### src/rtl/dmc_pkg.sv
`timescale 1ns / 1ps
// ----------------------------------------------------------------------------
// dmc_pkg
// Shared constants, field widths and control types for the direct-mapped
// cache lookup block.
// ----------------------------------------------------------------------------
package dmc_pkg;

  // Geometry
  localparam int NUM_SETS    = 16;
  localparam int SET_FIELD_W = 4;
  localparam int SET_SPAN    = 1 << SET_FIELD_W;
  // Only sets that the 4-bit index field can reach get storage
  localparam int NUM_USED    = (NUM_SETS < SET_SPAN) ? NUM_SETS : SET_SPAN;
  localparam int IDX_W       = (NUM_USED > 1) ? $clog2(NUM_USED) : 1;

  // Field widths
  localparam int ADDR_W   = 32;
  localparam int DATA_W   = 32;
  localparam int OFFSET_W = 2;
  localparam int TAG_LSB  = 6;
  localparam int TAG_W    = ADDR_W - TAG_LSB;
  localparam int BYTE_W   = 8;
  localparam int STATUS_W = 2;

  // Request codes
  localparam logic REQ_READ  = 1'b0;
  localparam logic REQ_WRITE = 1'b1;

  // Lookup status codes
  localparam logic [STATUS_W-1:0] ST_HIT      = 2'd0;
  localparam logic [STATUS_W-1:0] ST_COLD     = 2'd1;
  localparam logic [STATUS_W-1:0] ST_CONFLICT = 2'd2;

  // Byte offset codes
  localparam logic [OFFSET_W-1:0] OFF_B0 = 2'd0;
  localparam logic [OFFSET_W-1:0] OFF_B1 = 2'd1;
  localparam logic [OFFSET_W-1:0] OFF_B2 = 2'd2;
  localparam logic [OFFSET_W-1:0] OFF_B3 = 2'd3;

  // Commands from the controller to the datapath
  typedef struct packed {
    logic capture;  // latch request and read the stores
    logic commit;   // load the result register and update the stores
  } dmc_cmd_t;

endpackage

### src/rtl/direct_mapped_cache_lookup_top.sv
`timescale 1ns / 1ps
// ----------------------------------------------------------------------------
// direct_mapped_cache_lookup_top
// Direct-mapped cache of 4-byte lines: reads report hit, cold or conflict
// miss; writes replace the line and report any eviction.
// ----------------------------------------------------------------------------
// In each access the accept edge reads the valid, tag and data stores into
// registers, and the commit edge compares tags, loads the result register
// and writes the line. A new beat is taken once that commit is done, while
// the previous result may still wait on out_stall. A commit waits only
// when the result register still holds an untaken beat. Valid bits clear
// at reset with no clearing pass; sets whose index is not below the
// configured set count read as cold misses and drop writes.
// ----------------------------------------------------------------------------
module direct_mapped_cache_lookup_top (
  input  logic                         clk,
  input  logic                         rst_n,
  input  logic                         in_valid,
  output logic                         in_stall,
  input  logic                         in_req_type,
  input  logic [dmc_pkg::ADDR_W-1:0]   in_address,
  input  logic [dmc_pkg::DATA_W-1:0]   in_write_data,
  output logic                         out_valid,
  input  logic                         out_stall,
  output logic [dmc_pkg::STATUS_W-1:0] out_lookup_status,
  output logic                         out_line_was_valid,
  output logic [dmc_pkg::TAG_W-1:0]    out_stored_tag,
  output logic [dmc_pkg::BYTE_W-1:0]   out_read_byte,
  output logic                         out_evicted,
  output logic [dmc_pkg::DATA_W-1:0]   out_evicted_data
);

  dmc_pkg::dmc_cmd_t cmd;

  // Sequence the access
  dmc_ctrl u_ctrl (
    .clk       (clk),
    .rst_n     (rst_n),
    .in_valid  (in_valid),
    .in_stall  (in_stall),
    .out_valid (out_valid),
    .out_stall (out_stall),
    .cmd       (cmd)
  );

  // Look up and update the stores
  dmc_datapath u_datapath (
    .clk                (clk),
    .rst_n              (rst_n),
    .cmd                (cmd),
    .in_req_type        (in_req_type),
    .in_address         (in_address),
    .in_write_data      (in_write_data),
    .out_lookup_status  (out_lookup_status),
    .out_line_was_valid (out_line_was_valid),
    .out_stored_tag     (out_stored_tag),
    .out_read_byte      (out_read_byte),
    .out_evicted        (out_evicted),
    .out_evicted_data   (out_evicted_data)
  );

endmodule

### src/rtl/dmc_ctrl.sv
`timescale 1ns / 1ps
// ----------------------------------------------------------------------------
// dmc_ctrl
// Sequencer for one access: accept a beat, wait for the store read, then
// commit the result once the output register is free.
// ----------------------------------------------------------------------------
module dmc_ctrl (
  input  logic              clk,
  input  logic              rst_n,
  input  logic              in_valid,
  output logic              in_stall,
  output logic              out_valid,
  input  logic              out_stall,
  output dmc_pkg::dmc_cmd_t cmd
);

  typedef enum logic [0:0] {
    S_IDLE,
    S_LOOK
  } state_t;

  state_t state_r;
  state_t state_nxt;
  logic   out_valid_r;
  logic   out_valid_nxt;
  logic   out_free;

  // Output register can take a new beat
  assign out_free = !out_valid_r || !out_stall;

  // Decode commands and next state
  always_comb begin
    state_nxt     = state_r;
    out_valid_nxt = out_valid_r && out_stall;
    cmd.capture   = 1'b0;
    cmd.commit    = 1'b0;
    unique case (state_r)
      S_IDLE: begin
        if (in_valid) begin
          cmd.capture = 1'b1;
          state_nxt   = S_LOOK;
        end
      end
      S_LOOK: begin
        if (out_free) begin
          cmd.commit    = 1'b1;
          out_valid_nxt = 1'b1;
          state_nxt     = S_IDLE;
        end
      end
      default: state_nxt = S_IDLE;
    endcase
  end

  // Hold state and output valid
  always_ff @(posedge clk) begin
    if (!rst_n) begin
      state_r     <= S_IDLE;
      out_valid_r <= 1'b0;
    end else begin
      state_r     <= state_nxt;
      out_valid_r <= out_valid_nxt;
    end
  end

  assign in_stall  = (state_r != S_IDLE);
  assign out_valid = out_valid_r;

endmodule

### src/rtl/dmc_datapath.sv
`timescale 1ns / 1ps
// ----------------------------------------------------------------------------
// dmc_datapath
// Valid bits, tag and data stores, tag compare, byte select and the result
// register.
// ----------------------------------------------------------------------------
module dmc_datapath (
  input  logic                             clk,
  input  logic                             rst_n,
  input  dmc_pkg::dmc_cmd_t                cmd,
  input  logic                             in_req_type,
  input  logic [dmc_pkg::ADDR_W-1:0]       in_address,
  input  logic [dmc_pkg::DATA_W-1:0]       in_write_data,
  output logic [dmc_pkg::STATUS_W-1:0]     out_lookup_status,
  output logic                             out_line_was_valid,
  output logic [dmc_pkg::TAG_W-1:0]        out_stored_tag,
  output logic [dmc_pkg::BYTE_W-1:0]       out_read_byte,
  output logic                             out_evicted,
  output logic [dmc_pkg::DATA_W-1:0]       out_evicted_data
);

  // Stores
  logic [dmc_pkg::NUM_USED-1:0] valid_r;
  logic [dmc_pkg::TAG_W-1:0]    tag_mem  [dmc_pkg::NUM_USED];
  logic [dmc_pkg::DATA_W-1:0]   data_mem [dmc_pkg::NUM_USED];

  // Captured request
  logic                            req_r;
  logic [dmc_pkg::OFFSET_W-1:0]    off_r;
  logic [dmc_pkg::IDX_W-1:0]       idx_r;
  logic                            in_range_r;
  logic [dmc_pkg::TAG_W-1:0]       tag_r;
  logic [dmc_pkg::DATA_W-1:0]      wdata_r;
  logic                            hit_valid_r;
  logic [dmc_pkg::TAG_W-1:0]       tag_rd_r;
  logic [dmc_pkg::DATA_W-1:0]      data_rd_r;

  // Result register
  logic [dmc_pkg::STATUS_W-1:0] status_r;
  logic [dmc_pkg::STATUS_W-1:0] status_nxt;
  logic                         was_valid_r;
  logic [dmc_pkg::TAG_W-1:0]    old_tag_r;
  logic [dmc_pkg::TAG_W-1:0]    old_tag_nxt;
  logic [dmc_pkg::BYTE_W-1:0]   rbyte_r;
  logic [dmc_pkg::BYTE_W-1:0]   rbyte_nxt;
  logic                         ev_r;
  logic                         ev_nxt;
  logic [dmc_pkg::DATA_W-1:0]   evdata_r;
  logic [dmc_pkg::DATA_W-1:0]   evdata_nxt;

  // Address split of the incoming beat
  logic [dmc_pkg::SET_FIELD_W-1:0] in_set;
  logic [dmc_pkg::IDX_W-1:0]       in_idx;
  logic                            in_range;
  logic [dmc_pkg::BYTE_W-1:0]      sel_byte;
  logic                            tag_match;

  assign in_set   = in_address[dmc_pkg::OFFSET_W +: dmc_pkg::SET_FIELD_W];
  assign in_idx   = in_set[dmc_pkg::IDX_W-1:0];
  assign in_range = ({1'b0, in_set} < (dmc_pkg::SET_FIELD_W + 1)'(dmc_pkg::NUM_USED));

  // Capture the request and read the stores
  always_ff @(posedge clk) begin
    if (cmd.capture) begin
      req_r       <= in_req_type;
      off_r       <= in_address[dmc_pkg::OFFSET_W-1:0];
      idx_r       <= in_idx;
      in_range_r  <= in_range;
      tag_r       <= in_address[dmc_pkg::ADDR_W-1:dmc_pkg::TAG_LSB];
      wdata_r     <= in_write_data;
      hit_valid_r <= in_range && valid_r[in_idx];
      tag_rd_r    <= tag_mem[in_idx];
      data_rd_r   <= data_mem[in_idx];
    end
  end

  // Select the addressed byte, low byte first
  always_comb begin
    case (off_r)
      dmc_pkg::OFF_B0: sel_byte = data_rd_r[7:0];
      dmc_pkg::OFF_B1: sel_byte = data_rd_r[15:8];
      dmc_pkg::OFF_B2: sel_byte = data_rd_r[23:16];
      dmc_pkg::OFF_B3: sel_byte = data_rd_r[31:24];
      default:         sel_byte = data_rd_r[7:0];
    endcase
  end

  assign tag_match = (tag_rd_r == tag_r);

  // Build the result
  always_comb begin
    status_nxt  = dmc_pkg::ST_HIT;
    old_tag_nxt = hit_valid_r ? tag_rd_r : '0;
    rbyte_nxt   = '0;
    ev_nxt      = 1'b0;
    evdata_nxt  = '0;
    if (req_r == dmc_pkg::REQ_READ) begin
      if (!hit_valid_r) begin
        status_nxt = dmc_pkg::ST_COLD;
      end else begin
        status_nxt = tag_match ? dmc_pkg::ST_HIT : dmc_pkg::ST_CONFLICT;
        rbyte_nxt  = sel_byte;
      end
    end else if (hit_valid_r && !tag_match) begin
      ev_nxt     = 1'b1;
      evdata_nxt = data_rd_r;
    end
  end

  // Load the result register
  always_ff @(posedge clk) begin
    if (cmd.commit) begin
      status_r    <= status_nxt;
      was_valid_r <= hit_valid_r;
      old_tag_r   <= old_tag_nxt;
      rbyte_r     <= rbyte_nxt;
      ev_r        <= ev_nxt;
      evdata_r    <= evdata_nxt;
    end
  end

  // Write the line on commit; out-of-range sets drop the write
  always_ff @(posedge clk) begin
    if (cmd.commit && (req_r == dmc_pkg::REQ_WRITE) && in_range_r) begin
      tag_mem[idx_r]  <= tag_r;
      data_mem[idx_r] <= wdata_r;
    end
  end

  // Hold the valid bits
  always_ff @(posedge clk) begin
    if (!rst_n) begin
      valid_r <= '0;
    end else if (cmd.commit && (req_r == dmc_pkg::REQ_WRITE) && in_range_r) begin
      valid_r[idx_r] <= 1'b1;
    end
  end

  assign out_lookup_status  = status_r;
  assign out_line_was_valid = was_valid_r;
  assign out_stored_tag     = old_tag_r;
  assign out_read_byte      = rbyte_r;
  assign out_evicted        = ev_r;
  assign out_evicted_data   = evdata_r;

endmodule
### config.mk
export PLATFORM = sky130hd
export DESIGN_NAME = direct_mapped_cache_lookup_top
export DESIGN_NICKNAME = d
export VERILOG_FILES = /design/src/rtl/dmc_pkg.sv /design/src/rtl/direct_mapped_cache_lookup_top.sv /design/src/rtl/dmc_ctrl.sv /design/src/rtl/dmc_datapath.sv
export SDC_FILE = /design/constraint.sdc
export NUM_CORES = 1
export LEC_CHECK = 0
export BUFFER_PORTS_ARGS = -buffer_cell sky130_fd_sc_hd__buf_4
export CORE_MARGIN = 2
export CORE_UTILIZATION = 35
export CTS_CLUSTER_DIAMETER = 150
export DETAILED_ROUTE_END_ITERATION = 8
export PLACE_DENSITY = 0.51
export SLEW_MARGIN = 25
export SYNTH_ARGS = -nofsm -noshare
export SYNTH_HDL_FRONTEND = slang
export SYNTH_SLANG_ARGS = --single-unit
export TNS_END_PERCENT = 30
### constraint.sdc
create_clock -name clk -period 14.1 [get_ports clk]
set_input_delay 1.41 -clock clk [delete_from_list [all_inputs] [get_ports clk]]
set_output_delay 1.41 -clock clk [all_outputs]
set_load 0.05 [all_outputs]
==> results of run 1 <==
[metal layers]
metal | vias to the layer above | wire (µm) | share of wire, %
met4 | 2 | 1956 | 1.8
li1 | 8198 | - | -
met3 | 122 | 6836 | 6.4
met1 | 10660 | 45690 | 43
met5 | - | 9 | 0.0085
met2 | 681 | 51640 | 49
[final cells by class]
class | count | area share [%]
timing repair buffer | 184 | 3.045
clock inverter | 63 | 1.387
tap | 1612 | 4.094
sequential | 1140 | 69.12
multi-input combinational | 610 | 16.01
clock buffer | 155 | 6.339
[final timing paths]
| check | to | slack (ns) | from | depth (start not counted) |
|---|---|---|---|---|
| max | u_datapath.tag_mem[5][18] | 10.04 | out_stall | 6 |
| min | u_datapath.valid_r[6] | 0.46 | u_datapath.valid_r[6] | 1 |
| max reg2reg | u_datapath.tag_mem[5][18] | 10.36 | u_ctrl.in_stall | 5 |
| min reg2reg | u_datapath.valid_r[6] | 0.46 | u_datapath.valid_r[6] | 1 |
[through the flow]
| stage | hold slack, ns | util [%] | total power (µW) | instances |
|---|---|---|---|---|
| 3_3_place_gp | 0.4409 | 37.84 | 4280 | 3542 |
| 5_1_grt | 0.4816 | 41.12 | 7515 | 3764 |
| 6_report | 0.4617 | 41.12 | 7282 | 3764 |
| 3_5_place_dp | 0.4516 | 37.91 | 4287 | 3545 |
| 2_1_floorplan | 0.4354 | - | 4126 | 1848 |
| 4_1_cts | 0.4652 | 41.09 | 7364 | 3763 |
[critical path: stages]
cell,delay [ns]
buf_4,0.12
a21boi_4,0.21
buf_4,0.44
nand4b_1,0.47
nor2_4,0.90
buf_4,0.76
[kinds of logic after synthesis]
kind of cell	count (synthesis)
flip-flops	1140
multiplexers	244
AO/OA/AOI/OAI	171
AND/OR/NAND/NOR	169
buffers and inverters	98
XOR/XNOR	26
[synth_stat cells (all sizes together)]
cell    instances
xnor2          26
nand2          95
a21oi          34
o21ai           1
nor4            5
nand4           7
clkbuf         57
a22oi         118
nor2b          12
a21boi          2
and2           28
o21a           16
nor2           14
nor3            2
or2             1
dfxtp          18
nand2b          3
edfxtp       1122
buf            41
mux4          244
nand4b          2
[power groups by stage]
stage               registers [µW]  clock network, µW  logic (µW)
floorplan                     3950                  0         172
global placement              3950                  0         335
detailed placement            3950                  0         337
CTS                           3880               3150         338
global route                  3890               3270         353
finish                        3880               3070         330
[layout by cell type, fill, tap and decap left out, types with 18 or more instances in the layout]
| cell | instances |
|---|---|
| nand2_1 | 95 |
| a22oi_1 | 118 |
| dfxtp_1 | 18 |
| a21oi_1 | 34 |
| mux4_2 | 244 |
| buf_4 | 174 |
| clkbuf_16 | 119 |
| clkbuf_1 | 35 |
| edfxtp_1 | 1122 |
| clkinv_1 | 26 |
| xnor2_1 | 26 |
| and2_1 | 27 |
[registers in the layout, indices dropped and copies added (netlist names)]
name	flops
u_datapath.off_r	2
u_datapath.out_evicted_data	32
u_datapath.wdata_r	32
u_datapath.out_line_was_valid	1
u_datapath.out_evicted	1
u_datapath.out_read_byte	8
u_ctrl.out_valid	1
u_datapath.tag_mem	416
u_datapath.data_rd_r	32
u_datapath.req_r	1
u_datapath.out_stored_tag	26
u_datapath.idx_r	4
u_datapath.hit_valid_r	1
u_ctrl.in_stall	1
u_datapath.out_lookup_status	2
u_datapath.tag_rd_r	26
u_datapath.tag_r	26
u_datapath.valid_r	16
u_datapath.data_mem	512
==> summary.txt, run 1 <==
Timing
  • Final setup margin: 10.04 ns
  • Setup_tns: 0 ns
  • Final Critical Period: just over 4 ns
  • Fmax: 246.5 MHz
  • RSZ-0062 raised after global routing: no
  • Hold Fails Final Rpt: 0
  • Tcrit/Tclk final: 28.77%
  • Slew Viols, Final: 0
  • Setup violators final: 0
  • Clock Skew: 0.02722 ns
  • Slew headroom: 31.04%
  • Worst slew pin tran: just over 1 ns

CTS
  • # Post-CTS Setup Buffers: 0
  • TritonCTS clock tree: yes
  • Clock tree sinks: 1140
  • Hold_buf cts: 0
  • # resized after CTS: 0
  • Number of buffers created by CTS: 119
  • Max Root-Sink Buffers: 3
  • Root buf cell: clkbuf_16
  • Clk_lat worst skew: 0.71 ns
  • Worst-path clk slew: roughly 0.06 ns
  • H-Tree Depth: 3

Finish
  • Area growth syn-to-layout: 16.68%
  • Number of inserted diodes: 0
  • Post-route cell area: 49260 µm²
  • Register Area: 34050 µm²
  • Fraction of layout cells with a size suffix above 1: 28.35%
  • # fillers: around 11000
  • Multi-input logic area: 7889 µm²
  • Nets: about 2100

Detailed routing
  • DRC Markers: 0
  • Final WL: 106100 µm
  • DR WL/cell: 28.20 µm
  • Drt via density: roughly 5.2
  • Antenna viol nets, final: 0
  • Drt first pass iters: 5
  • Number of DRC markers in iteration 0: approximately 1900
  • Vias: 19660

Floorplan
  • Core Footprint: around 120000 µm²
  • Die Wd: approximately 350 µm
  • Site Rows: 127
  • Die H: between 300 and 400 µm
  • Ports: roughly 140
  • DIE AREA: 123400 µm²
  • Initial cell density of the core: a little over a third

Worst setup path
  • Req. time, crit path: approximately 14 ns
  • Crit path kind: primary input to register
  • Worst Path Max Fanout: 36
  • Critical path arrival: 4.37 ns
  • Crit path capture type: register
  • Nature of the critical path startpoint: primary input

Global route
  • Gr busiest metal: met2
  • Number of global-route vias before repair: around 21000
  • Gr ovfl total: 0
  • First-pass GRT wire length: 152200 µm
  • Gr usage total: 17.36%
  • Largest net degree at the start of global routing: between 100 and 150
  • Met3 usage: between 2 and 3%
  • Routing usage on met1: 24.33%
  • Antenna violations before repair: 4
  • Grt met2 use: between 20 and 30%

Placed design
  • Post-Place Worst Slack: 9.274 ns
  • I/O Buffers: 140
  • DP Area: 45420 µm²
  • GPL Wtd Cong: 0.7486
  • DP HPWL: 56870 µm

Run status
  • Status: completed

Logic synthesis
  • Mapped cell area: 42220 µm²
  • Mux share of post-synthesis cell area: 13.02%
  • Synth Warn #: 0
  • Synth top area share: 79.80%
  • Sequential-to-total area share from yosys stat: 80.65%
  • Mapped Cells: 1848
  • Post-synthesis compound-gate area fraction: roughly 2.8%
  • Synth area leaders: edfxtp_1, mux4_2, a22oi_1
  • Largest family of logic cells by synthesized area: multiplexers
  • Yosys reg bits: 1140
  • Synth Area in Adders: 0%
  • Synthesized area per cell: roughly 23 µm²
  • Synth cell types: 26
  • Post-synthesis net count: 1917
  • Synth Area in XOR/XNOR: 0.5393%
  • Simple-Gate Fraction of Synth Area: under 10%
  • Largest area contributor in the netlist: edfxtp_1

Power
  • Net Switching: between 1500 and 2000 µW
  • Sw frac: approximately 22%
  • Logic pwr share: 4.5%
  • Power per cell area: 147.8 nW/µm²
  • Reg power frac: 53.3%
  • Leak: 0.01558 µW
  • Internal: about 5700 µW
  • Peak supply drop: ~0.000095 V
  • Clk pwr share: a little over two fifths

Flow run
  • Maxcap violations: 0

Min path
  • Hold Path Class: register to register
Power figures use the tool's default switching activity.
==> inputs of run 2 (changes only) <==
clock period = 3.76 ns   (was 14.1 ns; I/O delays follow)
==> run 2 against run 1 <==
  * Core utilization increased by 0.83 points
  * Critical path depth fell by 1
  * Hold slack worse by 0.060 ns
  * Count of clock-buffer cells in the layout shrank 7
  * Via count increased by 1.7%
  * Register-to-register slack worse by 9.2 ns
  * Clock skew is 0.0027 ns higher
  * Critical endpoint is now u_datapath.out_evicted
  * Worst setup slack lost 8.9 ns
  * Die area unchanged
  * Clock power increased to 3.7 times the previous value
  * Non-clock buffer count increased by 87
  * Cell count increased by 2.4%
==> summary.txt, run 2 (synthesized netlist as in run 1, its figures left out) <==
Timing
  • Tcrit/Tclk final: 68.31%
  • Hold Fails Final Rpt: 0 (unchanged)
  • Final Critical Period: 2.568 ns
  • Slew Viols, Final: 0 (unchanged)
  • Worst slew pin tran: 1.012 ns (-0.02015 ns)
  • RSZ-0062 raised after global routing: no
  • Setup violators final: 0 (unchanged)
  • Fmax: 389.4 MHz
  • Slew headroom: 32.53% (+1.5 points)
  • Clock Skew: 0.02989 ns (+0.002667 ns)

Detailed routing
  • Drt first pass iters: 5 (unchanged)
  • DRC Markers: 0 (unchanged)
  • Final WL: 106000 µm (-0.16%)
  • Antenna viol nets, final: 0 (unchanged)
  • DR WL/cell: 27.50 µm (-2.5%)
  • Drt via density: 5.188 (-0.69%)
  • Vias: 19990 (+1.7%)
  • Number of DRC markers in iteration 0: 2068 (+8.0%)

Floorplan
  • Ports: 141 (unchanged)
  • Die H: 351.3 µm (unchanged)
  • Site Rows: 127 (unchanged)
  • Die Wd: 351.3 µm (unchanged)
  • Core Footprint: 119800 µm² (unchanged)
  • DIE AREA: 123400 µm² (unchanged)
  • Initial cell density of the core: 35.24% (unchanged)

Placed design
  • DP Area: 45790 µm² (+0.81%)
  • GPL Wtd Cong: 0.7562 (+1.0%)
  • Placed cells: 3567 (+0.62%)
  • DP HPWL: 56310 µm (-0.98%)
  • I/O Buffers: 140 (unchanged)

Finish
  • Area growth syn-to-layout: 19.03%
  • Fraction of layout cells with a size suffix above 1: 28.94% (+0.60 points)
  • Max reg flops: 512 (unchanged)
  • Post-route cell area: 50260 µm² (+2.0%)
  • Register with the most flip-flops: u_datapath.data_mem
  • Fin cells: 3853 (+2.4%)
  • Nets: 2207 (+3.9%)
  • Biggest regs: u_datapath.data_mem x512, u_datapath.tag_mem x416
  • Most frequent cells in the layout: edfxtp_1, mux4_2, buf_4, a22oi_1, clkbuf_16
  • Most common cell after layout, fill and taps aside: edfxtp_1
  • Final core utilization: 41.95% (+0.83 points)

Worst setup path
  • Req. time, crit path: 4.16 ns (-10.26 ns)
  • Reg2reg path depth: 5 (unchanged)
  • Crit path capture type: register
  • Worst r2r src: u_datapath.tag_r[1]
  • Slowest CP cell: edfxtp_1
  • Nature of the critical path startpoint: register
  • Worst Path Max Fanout: 34 (-5.6%)
  • Critical path arrival: 2.97 ns (-1.40 ns)
  • Crit path kind: register to register
  • Max incr delay on CP: 0.65 ns (-0.25 ns)
  • Setup crit start: u_datapath.tag_r[1]
  • Top Family by Delay on Critical Path: flip-flops
  • CP Cell Sequence: xnor2_1, nand4_1, nor3_4, buf_4, a21boi_0
  • CP Depth: 5 (-1)
  • Critical path buffers and inverters: 1 (-2)

Global route
  • First-pass GRT wire length: 150400 µm (-1.2%)
  • Number of global-route vias before repair: 21070 (+0.62%)
  • Antenna violations before repair: 0 (-4)
  • Gr ovfl total: 0 (unchanged)
  • Gr usage total: 17.16% (-0.20 points)
  • Largest net degree at the start of global routing: 125 (unchanged)

Min path
  • Hold depth: 2 (+1)
  • Worst hold start: in_write_data[30]
  • Hold Path Class: primary input to register

CTS
  • # Post-CTS Setup Buffers: 0 (unchanged)
  • Max Root-Sink Buffers: 3 (unchanged)
  • Number of buffers created by CTS: 115 (-3.4%)
  • Clk_lat worst skew: 0.70 ns (about the same)
  • Worst-path clk slew: 0.06 ns (about the same)
  • Root buf cell: clkbuf_16
  • H-Tree Depth: 3 (unchanged)
  • Clock tree sinks: 1140 (unchanged)
  • # resized after CTS: 0 (unchanged)
  • TritonCTS clock tree: yes

Power
  • Total design power: 27370 µW (+280%)
  • Peak supply drop: 0.0003635 V (+280%)
  • Leak: 0.01606 µW (+3.1%)
  • Power per cell area: 544.6 nW/µm² (+270%)

Run status
  • Status: completed

Flow run
  • Maxcap violations: 0 (unchanged)
-- run 2: cell count changes in the layout (fill, tap and decap cells not counted), moves of 3 or more --
cell and change:
buf_4 +11, clkinv_1 -6, buf_6 -3, clkbuf_8 +4, nor4_2 -4, dlygate4sd3_1 +66, clkinv_2 +17, nor4_4 +4
buf_12 +16, buf_16 -3, clkbuf_1 -9
-- run 2: final cells by class --
| cell class | instances | area, µm² |
|---|---|---|
| multi-input cells | 610 | 7930 |
| repair buffers | 271 | 2447 |
| clock inverters | 70 | 705.7 |
| well taps | 1612 | 2017 |
| fillers | 10480 | 69560 |
| diodes | 2 | 5.005 |
| clock buffers | 148 | 3094 |
| flip-flops and latches | 1140 | 34060 |
-- run 2: worst register-to-register path, cell delays in order, from the launching register on --
cell and delay, ns:
edfxtp_1 0.65, xnor2_1 0.56, nand4_1 0.28, nor3_4 0.19
buf_4 0.42, a21boi_0 0.19
-- run 2: layer usage --
metal,up-vias,wire (µm),global-route usage [%]
li1,8366,-,-
met1,10840,47180,24.14
met2,641,50300,27.52
met3,143,6261,3.400
met4,0,2230,4.195
met5,-,0,0
-- run 2: per-stage QoR --
step / hold slack (ns) / setup TNS [ns] / setup slack [ns]
floorplan: 0.4354 / -670.98 / -1.135
global placement: 0.4406 / 0 / 1.175
detailed placement: 0.4537 / 0 / 1.137
CTS: 0.3460 / 0 / 1.104
global route: 0.3562 / 0 / 1.038
finish: 0.4012 / 0 / 1.192
-- run 2: power by group --
| part | internal (µW) | switching, µW | total, µW |
|---|---|---|---|
| logic | 533 | 766 | 1300 |
| clock network | 6690 | 4840 | 11500 |
| registers | 14200 | 298 | 14500 |
| total | 21500 | 5900 | 27400 |
-- run 2: worst paths after layout --
path                                               end  slack, ns
worst max-delay path            u_datapath.out_evicted       1.19
worst min-delay path            u_datapath.wdata_r[30]       0.40
worst min register to register   u_datapath.valid_r[3]       0.47
worst max register to register  u_datapath.out_evicted       1.19
-- run 2: timing repair --
action	CTS	global route
setup endpoints to repair	0	0
hold buffers	66	0
endpoints found under the hold margin	79	0
